==> config.mk <==
export PLATFORM = sky130hd
export DESIGN_NAME = bmx_ctrl
export DESIGN_NICKNAME = d
export VERILOG_FILES = /design/src/bmx_pkg.sv /design/src/bmx_ctrl.sv
export SDC_FILE = /design/constraint.sdc
export NUM_CORES = 1
export LEC_CHECK = 0
export BUFFER_PORTS_ARGS = -buffer_cell sky130_fd_sc_hd__buf_2
export CORE_MARGIN = 10
export CORE_UTILIZATION = 50
export CTS_CLUSTER_DIAMETER = 40
export DETAILED_ROUTE_END_ITERATION = 8
export HOLD_SLACK_MARGIN = 0.12
export PLACE_DENSITY = 0.74
export SETUP_SLACK_MARGIN = 0.15
export SYNTH_ARGS = -nofsm -noshare
export SYNTH_HDL_FRONTEND = slang
export SYNTH_SLANG_ARGS = --single-unit
export TNS_END_PERCENT = 30
==> constraint.sdc <==
create_clock -name clk -period 2.45 [get_ports clk]
set_clock_uncertainty 0.05 [all_clocks]
set_input_delay 0.49 -clock clk [delete_from_list [all_inputs] [get_ports clk]]
set_output_delay 0.49 -clock clk [all_outputs]
set_load 0.02 [all_outputs]
==> src/bmx_pkg.sv <==
package bmx_pkg;

  // Default sizes
  localparam int KEY_BITS_DEF   = 31;
  localparam int POOL_NODES_DEF = 32768;
  localparam int COUNT_BITS_DEF = 16;

  // Operation codes carried by a request
  typedef enum logic [1:0] {
    OP_CLEAR  = 2'd0,
    OP_INSERT = 2'd1,
    OP_DELETE = 2'd2,
    OP_QUERY  = 2'd3
  } op_t;

  // Result status codes
  typedef enum logic [1:0] {
    ST_OK        = 2'd0,
    ST_FULL      = 2'd1,
    ST_NOT_FOUND = 2'd2,
    ST_EMPTY     = 2'd3
  } status_t;

  // Controller to datapath commands
  typedef struct packed {
    logic    load;      // latch key, start walk at the root
    logic    clear;     // drop all nodes
    logic    restart;   // walk again from the root
    logic    rd_same;   // read node on the key-bit branch
    logic    rd_opp;    // read node on the opposite branch
    logic    descend;   // move to the node just read
    logic    set_acc;   // set the result bit of this level
    logic    wr_inc;    // write back node read with count + 1
    logic    wr_dec;    // write back node read with count - 1
    logic    link_new;  // point current node at the next free node
    logic    alloc;     // write a fresh node and take the next free index
    logic    set_st;    // record status
    status_t st;
    logic    emit;      // load the output register
  } cmd_t;

  // Datapath to controller status
  typedef struct packed {
    logic same_zero;  // no child on the key-bit branch
    logic opp_zero;   // no child on the opposite branch
    logic cnt_max;    // node read holds the largest count
    logic cnt_zero;   // node read holds a zero count
    logic lvl_last;   // at the least significant bit
    logic lvl_top;    // at the most significant bit
    logic pool_over;  // allocating the rest of the path overflows the pool
  } stat_t;

endpackage

==> src/bmx_ctrl.sv <==
module bmx_ctrl (
  input  logic            clk,
  input  logic            rst_n,
  input  logic            in_valid,
  output logic            in_ready,
  input  bmx_pkg::op_t    in_op,
  output logic            out_valid,
  input  logic            out_ready,
  output bmx_pkg::cmd_t   cmd,
  input  bmx_pkg::stat_t  stat
);
  import bmx_pkg::*;

  typedef enum logic [13:0] {
    S_IDLE     = 14'b00000000000001,
    S_I1_LINK  = 14'b00000000000010,
    S_I1_DATA  = 14'b00000000000100,
    S_I2_LINK  = 14'b00000000001000,
    S_I2_DATA  = 14'b00000000010000,
    S_I2_ALLOC = 14'b00000000100000,
    S_D1_LINK  = 14'b00000001000000,
    S_D1_DATA  = 14'b00000010000000,
    S_D2_LINK  = 14'b00000100000000,
    S_D2_DATA  = 14'b00001000000000,
    S_Q_OPP    = 14'b00010000000000,
    S_Q_ODATA  = 14'b00100000000000,
    S_Q_SDATA  = 14'b01000000000000,
    S_FIN      = 14'b10000000000000
  } state_t;

  state_t state_r, state_nxt;
  logic   out_valid_r, out_valid_nxt;

  assign in_ready  = (state_r == S_IDLE);
  assign out_valid = out_valid_r;

  // Sequencing of the trie walks
  always_comb begin
    state_nxt = state_r;
    cmd       = '0;
    cmd.st    = ST_OK;
    unique case (state_r)
      S_IDLE: begin
        if (in_valid) begin
          cmd.load = 1'b1;
          unique case (in_op)
            OP_CLEAR: begin
              cmd.clear = 1'b1;
              state_nxt = S_FIN;
            end
            OP_INSERT: state_nxt = S_I1_LINK;
            OP_DELETE: state_nxt = S_D1_LINK;
            OP_QUERY:  state_nxt = S_Q_OPP;
            default:   state_nxt = S_FIN;
          endcase
        end
      end
      // insert, first pass: find the missing part and check counts
      S_I1_LINK: begin
        if (stat.same_zero) begin
          if (stat.pool_over) begin
            cmd.set_st = 1'b1;
            cmd.st     = ST_FULL;
            state_nxt  = S_FIN;
          end else begin
            cmd.restart = 1'b1;
            state_nxt   = S_I2_LINK;
          end
        end else begin
          cmd.rd_same = 1'b1;
          state_nxt   = S_I1_DATA;
        end
      end
      S_I1_DATA: begin
        if (stat.cnt_max) begin
          cmd.set_st = 1'b1;
          cmd.st     = ST_FULL;
          state_nxt  = S_FIN;
        end else if (stat.lvl_last) begin
          cmd.restart = 1'b1;
          state_nxt   = S_I2_LINK;
        end else begin
          cmd.descend = 1'b1;
          state_nxt   = S_I1_LINK;
        end
      end
      // insert, second pass: raise counts, then build the new tail
      S_I2_LINK: begin
        if (stat.same_zero) begin
          cmd.link_new = 1'b1;
          state_nxt    = S_I2_ALLOC;
        end else begin
          cmd.rd_same = 1'b1;
          state_nxt   = S_I2_DATA;
        end
      end
      S_I2_DATA: begin
        cmd.wr_inc  = 1'b1;
        cmd.descend = 1'b1;
        state_nxt   = stat.lvl_last ? S_FIN : S_I2_LINK;
      end
      S_I2_ALLOC: begin
        cmd.alloc = 1'b1;
        if (stat.lvl_last) state_nxt = S_FIN;
      end
      // delete, first pass: the full path must exist with a live leaf
      S_D1_LINK: begin
        if (stat.same_zero) begin
          cmd.set_st = 1'b1;
          cmd.st     = ST_NOT_FOUND;
          state_nxt  = S_FIN;
        end else begin
          cmd.rd_same = 1'b1;
          state_nxt   = S_D1_DATA;
        end
      end
      S_D1_DATA: begin
        if (stat.lvl_last) begin
          if (stat.cnt_zero) begin
            cmd.set_st = 1'b1;
            cmd.st     = ST_NOT_FOUND;
            state_nxt  = S_FIN;
          end else begin
            cmd.restart = 1'b1;
            state_nxt   = S_D2_LINK;
          end
        end else begin
          cmd.descend = 1'b1;
          state_nxt   = S_D1_LINK;
        end
      end
      // delete, second pass: lower counts
      S_D2_LINK: begin
        cmd.rd_same = 1'b1;
        state_nxt   = S_D2_DATA;
      end
      S_D2_DATA: begin
        cmd.wr_dec  = 1'b1;
        cmd.descend = 1'b1;
        state_nxt   = stat.lvl_last ? S_FIN : S_D2_LINK;
      end
      // query: try the opposite branch, fall back to the same one
      S_Q_OPP: begin
        if (!stat.opp_zero) begin
          cmd.rd_opp = 1'b1;
          state_nxt  = S_Q_ODATA;
        end else if (stat.same_zero) begin
          cmd.set_st = stat.lvl_top;
          cmd.st     = ST_EMPTY;
          state_nxt  = S_FIN;
        end else begin
          cmd.rd_same = 1'b1;
          state_nxt   = S_Q_SDATA;
        end
      end
      S_Q_ODATA: begin
        if (!stat.cnt_zero) begin
          cmd.descend = 1'b1;
          cmd.set_acc = 1'b1;
          state_nxt   = stat.lvl_last ? S_FIN : S_Q_OPP;
        end else if (stat.same_zero) begin
          cmd.set_st = stat.lvl_top;
          cmd.st     = ST_EMPTY;
          state_nxt  = S_FIN;
        end else begin
          cmd.rd_same = 1'b1;
          state_nxt   = S_Q_SDATA;
        end
      end
      S_Q_SDATA: begin
        if (stat.lvl_top && stat.cnt_zero) begin
          cmd.set_st = 1'b1;
          cmd.st     = ST_EMPTY;
          state_nxt  = S_FIN;
        end else begin
          cmd.descend = 1'b1;
          state_nxt   = stat.lvl_last ? S_FIN : S_Q_OPP;
        end
      end
      // hand the result over once the output register is free
      S_FIN: begin
        if (!out_valid_r || out_ready) begin
          cmd.emit  = 1'b1;
          state_nxt = S_IDLE;
        end
      end
      default: state_nxt = S_IDLE;
    endcase
  end

  // Output valid flag
  always_comb begin
    out_valid_nxt = out_valid_r;
    if (cmd.emit)      out_valid_nxt = 1'b1;
    else if (out_ready) out_valid_nxt = 1'b0;
  end

  always_ff @(posedge clk) begin
    if (!rst_n) begin
      state_r     <= S_IDLE;
      out_valid_r <= 1'b0;
    end else begin
      state_r     <= state_nxt;
      out_valid_r <= out_valid_nxt;
    end
  end

endmodule

**Word-level counts from Yosys, hierarchy flattened**

Cells that the tools add are included.

- Register bits after elaboration: 15
- Latch bits: 0
- RAM bits: 0
- Memory bits (read-only): 0
- Bits of input ports: 13
- Output and inout port bits: 17
- Logic and storage cells: 92
- Memories: 0

- $add $sub $neg: 0
- Multipliers: 0
- Div/mod/pow operators: 0
- Magnitude comparators: 0
- Equality and inequality tests: 20
- Shift operators: 0
- Muxes and demuxes: 62
- Bitwise operators: 0
- Reduce and logical (&&, ||, !) cells: 8

Operators by type and width:

| cell | count |
|---|---|
| $mux 14 | 16 |
| $pmux 14 s14 | 1 |
| $pmux 14 s4 | 1 |
| $mux 3 | 10 |
| $mux 1 | 25 |
| $pmux 3 s7 | 1 |
| $eq 14x1->1 const B | 1 |
| $eq 14x10->1 const B | 1 |
| $eq 14x11->1 const B | 1 |
| $eq 14x12->1 const B | 1 |
| $eq 14x13->1 const B | 1 |
| $eq 14x14->1 const B | 1 |
| $eq 14x2->1 const B | 1 |
| $eq 14x3->1 const B | 1 |
| $eq 14x4->1 const B | 1 |
| $eq 14x5->1 const B | 1 |
| $eq 14x6->1 const B | 1 |
| $eq 14x7->1 const B | 1 |
| $eq 14x8->1 const B | 1 |
| $eq 14x9->1 const B | 1 |
| $mux 2 | 3 |
| $mux 6 | 1 |
| $ne 2x2->1 const B | 3 |
| $pmux 1 s5 | 1 |
| other kinds (13) | 14 |

**Logic depth before layout (Yosys ltp)**

- Word-level depth: 5
- Mapped depth: 7
- Depth with buffers taken out: 6

**Worst setup path after synthesis**

Ideal clock, no wire load.

- Path type: register to output
- From: register state_r[10]
- To: output port cmd[13] in the netlist's numbering
- Arrival: 1776 ps
- Required time: 1910 ps
- Setup slack: 134 ps
- Stages on the path, launching flop included: 5
- Path buffers: 1
- Cell sequence: dfxtp_1 buf_6 nor4_4 nand4_2 nor4_1

RTL lines:

| element | RTL line | source |
|---|---|---|
| from (decl) | bmx_ctrl.sv:31 | `state_t state_r, state_nxt;` |
| from (signal assigned) | bmx_ctrl.sv:203 | `state_r <= state_nxt;` |
| to (decl) | bmx_ctrl.sv:9 | `output bmx_pkg::cmd_t cmd,` |

==> tab_implementation.tex <==
\begin{tabular}{lr}
\hline
Metric & Value \\
\hline
\multicolumn{2}{l}{\textbf{Power}} \\
Clock network power share & 17.4\% \\
Seq pwr share & roughly a third \\
Part of the total power dissipated in combinational logic & 50.2\% \\
Static leakage power & 0.000774 uW \\
Internal Pwr Total & 493 uW \\
IR drop worst, VDD & about 0.00039 V \\
Sw Ratio & a little over two fifths \\
Switching power & around 350 uW \\
Cell Pwr Density & 473 nW/um\^{}2 \\
\multicolumn{2}{l}{\textbf{CTS}} \\
Number of buffers created by CTS & 3 \\
TritonCTS clock tree & done \\
Root cell of the clock tree & clkbuf\_4 \\
Buffer levels on the longest clock path & 2 \\
Maximum level of the CTS H-tree & 1 \\
Clock insertion delay at the later pin of the skew report & between 0.2 and 0.3 ns \\
\# clock sinks & 15 \\
Clock input transition at the sequential cells of the worst setup and hold paths & 0.11 ns \\
Hold buffer count at cts & 0 \\
\multicolumn{2}{l}{\textbf{Critical path}} \\
Data arrival time of the critical path & 2.08 ns \\
Worst r2r dst & state\_r[6] \\
Crit end category & primary output \\
Category of the most critical setup path & flop to primary output \\
Worst Setup Start Kind & flop \\
Total buffers and inverters traversed by the critical path & 1 \\
Reg-to-reg critical path startpoint & state\_r[10] \\
Worst path most repeated cell & nor4\_4 \\
Slowest library cell on the worst path & nor4\_4 \\
Req. time, crit path & 1.91 ns \\
Largest driver fanout on the critical path & 4 \\
Length in cells of the worst reg-to-reg path & 6 \\
Ordered list of cells on the worst path & nor4\_4 -> nand2\_2 -> nor4\_4 -> a31oi\_2 -> o2111ai\_1 -> buf\_4 \\
Gate family responsible for the most delay along the worst path & simple AND/OR/NAND/NOR gates \\
Maximum single-stage delay on the critical path & roughly 0.40 ns \\
Flop2flop setup slack & 0.36 ns \\
\multicolumn{2}{l}{\textbf{Detailed routing}} \\
Number of DRC violations after detailed-routing iteration 0 & 118 \\
Post-route ant nets & 0 \\
Post-detailed-route via-to-cell ratio & 6.42 \\
Detailed-routing iteration count for the pre-antenna-repair pass & 4 \\
Average routed wire per standard cell & 18.6 um \\
Final Routed Wirelength & 4.45 mm \\
Via count of the routed design & 1534 \\
Remaining design rule violation count & 0 \\
\multicolumn{2}{l}{\textbf{Cells and area}} \\
Final Core Density & 65.9\% \\
Fraction of layout instances using a drive strength above 1 & about 46\% \\
Post-route non-filler standard cell count & 239 \\
Number of fill cells in the layout & 237 \\
Area added between synthesis and finish & 29.1\% \\
Nets & 222 \\
Antenna Cells & 0 \\
\multicolumn{2}{l}{\textbf{Logic synthesis}} \\
Syn\_nets & between 150 and 200 \\
Number of synthesized flops with an enable pin & 0 \\
Syn Std Cell Area & 1380 sq um \\
Synth area leaders & dfxtp\_1 22\%, nor4\_4 6.1\%, nor4b\_1 5.7\% \\
Top cell type's share of synthesized area & 21.7\% \\
Synth Instances & 166 \\
Register area share after synthesis & a little over a fifth \\
Synthesized area per cell & 8.34 sq um \\
Share of synthesized flip-flops with an asynchronous set or reset & 0\% \\
Leading cell type by number of instances after synthesis & dfxtp\_1 \\
Flip-flop and latch count after synthesis & 15 \\
Dominant register cell in the synthesized netlist & dfxtp\_1 \\
Cell types with the highest counts after synthesis & 15 x dfxtp\_1, 14 x nor2\_1, 9 x inv\_1, 9 x nor4b\_1 \\
Syn. warnings & 0 \\
Count of distinct cell types in the synthesized netlist & between 60 and 70 \\
Cell accounting for the most synthesized area & dfxtp\_1 \\
\multicolumn{2}{l}{\textbf{Floorplanning}} \\
Std-Cell Core Area & 2710 sq um \\
Starting density of the core & 51.1\% \\
Total Die Area & approximately 5300 sq um \\
DIE HEIGHT & 72.6 um \\
Number of placement rows & 19 \\
Die X-Extent & 72.6 um \\
Num ports & 30 \\
\multicolumn{2}{l}{\textbf{STA}} \\
Count of endpoints failing hold in the final timing report & 0 \\
Worst hold margin & 0.429 ns \\
Transition time at the pin with the least slew margin & 0.620 ns \\
Max-slew violations & 0 \\
RSZ-0062 raised after global routing & yes \\
Final critical delay including setup and external delays & 2.62 ns \\
Rel. slew slack & 58.3\% \\
Setup TNS & -0.694 ns \\
Worst-case setup margin in the final layout & -0.166 ns \\
Final clock period utilization by the worst path & 107\% \\
Setup-failing EPs final & 7 \\
F\_max & 382 MHz \\
\multicolumn{2}{l}{\textbf{GRT}} \\
Vias in the first global route & roughly 1500 \\
Total global-route track usage & 16.6\% \\
Total congestion overflow & 0 \\
Global-route wire length before repair & 7.17 mm \\
Maximum number of pins on one net before global-route repair & 12 \\
Initial antenna violation count & 0 \\
\multicolumn{2}{l}{\textbf{Status}} \\
Violations in the final reports & negative setup slack \\
Outcome & finished, violations left \\
\multicolumn{2}{l}{\textbf{Placed design}} \\
Port-buffer cells & 29 \\
Gp weighted congestion & 0.951 \\
Worst slack after detailed placement & 0.0373 ns \\
Cell count after placement & 230 \\
DP Wirelength & about 3.5 mm \\
\multicolumn{2}{l}{\textbf{Hold path}} \\
Hold Path End & state\_r[0] \\
Worst Min Path Start & rst\_n \\
Hold Crit Depth & 2 \\
Kind of path behind the tightest hold check & input pin to flop \\
\multicolumn{2}{l}{\textbf{Run}} \\
Number of violations of the max-capacitance limit & 0 \\
\hline
\end{tabular}
[flip-flops by register name, summed over array words and instances (netlist names)]
register	flops
out_valid	1
state_r	14
[cell families after synthesis]
family / synth area share [%]
compound gates: 17.0
buf+inv: 8.41
xor+xnor: 2.53
mux: 2.26
flops: 21.7
simple gates: 48.1
[layout make-up]
cell class                      instances  area, sq um  area share [%]
Clock buffer                            3         22.5            1.26
Multi-Input combinational cell        129         1020            57.2
Timing Repair Buffer                   51          355            19.9
Sequential cell                        15          309            17.3
Tap cell                               31         38.8            2.17
Inverter                                9         33.8            1.89
Clock inverter                          1         5.00           0.280
[power by group through the flow]
stage          Combinational, uW  Sequential, uW  Clock, uW
6_report                     425             274        147
5_1_grt                      453             276        165
4_1_cts                      406             274        152
3_5_place_dp                 392             278          0
3_3_place_gp                 384             277          0
2_1_floorplan                275             274          0
[repair_timing]
action / in CTS / in global routing
setup buffers: 3 / 2
resized for setup: 24 / 10
endpoints found under the setup margin: 15 / 16
hold endpoints to repair: 0 / 0
pin swaps: 9 / 1
[metrics by stage]
stage          cell area, sq um  total power [uW]
3_3_place_gp               1620               660
6_report                   1790               846
3_5_place_dp               1620               670
2_1_floorplan              1390               550
4_1_cts                    1750               832
5_1_grt                    1790               894
[worst max-delay path by stage]
| stage | start | depth (start not counted) | endpoint | slack [ns] |
|---|---|---|---|---|
| finish | state_r[10] | 6 | cmd[3] | -0.17 |
| global route | state_r[10] | 7 | cmd[11] | -0.26 |
| CTS | state_r[12] | 6 | cmd[12] | -0.13 |
| detailed placement | state_r[4] | 5 | cmd[12] | 0.04 |
| global placement | state_r[7] | 5 | cmd[12] | 0.09 |
| floorplan | state_r[1] | 6 | cmd[11] | 0.14 |
[layout by cell type, fill, tap and decap left out, types with 3 or more instances in the layout]
master	n
nor4_4	5
nor4b_1	7
nor3_1	7
buf_6	4
dfxtp_2	7
nor2_1	13
inv_1	8
buf_4	30
xor2_1	3
a21oi_1	8
dfxtp_1	8
nand2_1	6
nor4_1	3
nand3_1	5
nand4_1	7
clkbuf_4	3
and3_1	4
buf_2	17
[per-layer routing]
| layer | GRT usage (%) | wire length, um | vias up |
|---|---|---|---|
| li1 | - | - | 723 |
| met1 | 18.6 | 1690 | 735 |
| met2 | 29.3 | 2270 | 61 |
| met3 | 4.35 | 365 | 15 |
| met4 | 5.70 | 126 | 0 |
| met5 | 0 | 0 | - |
(Power assumes the default switching activity.)
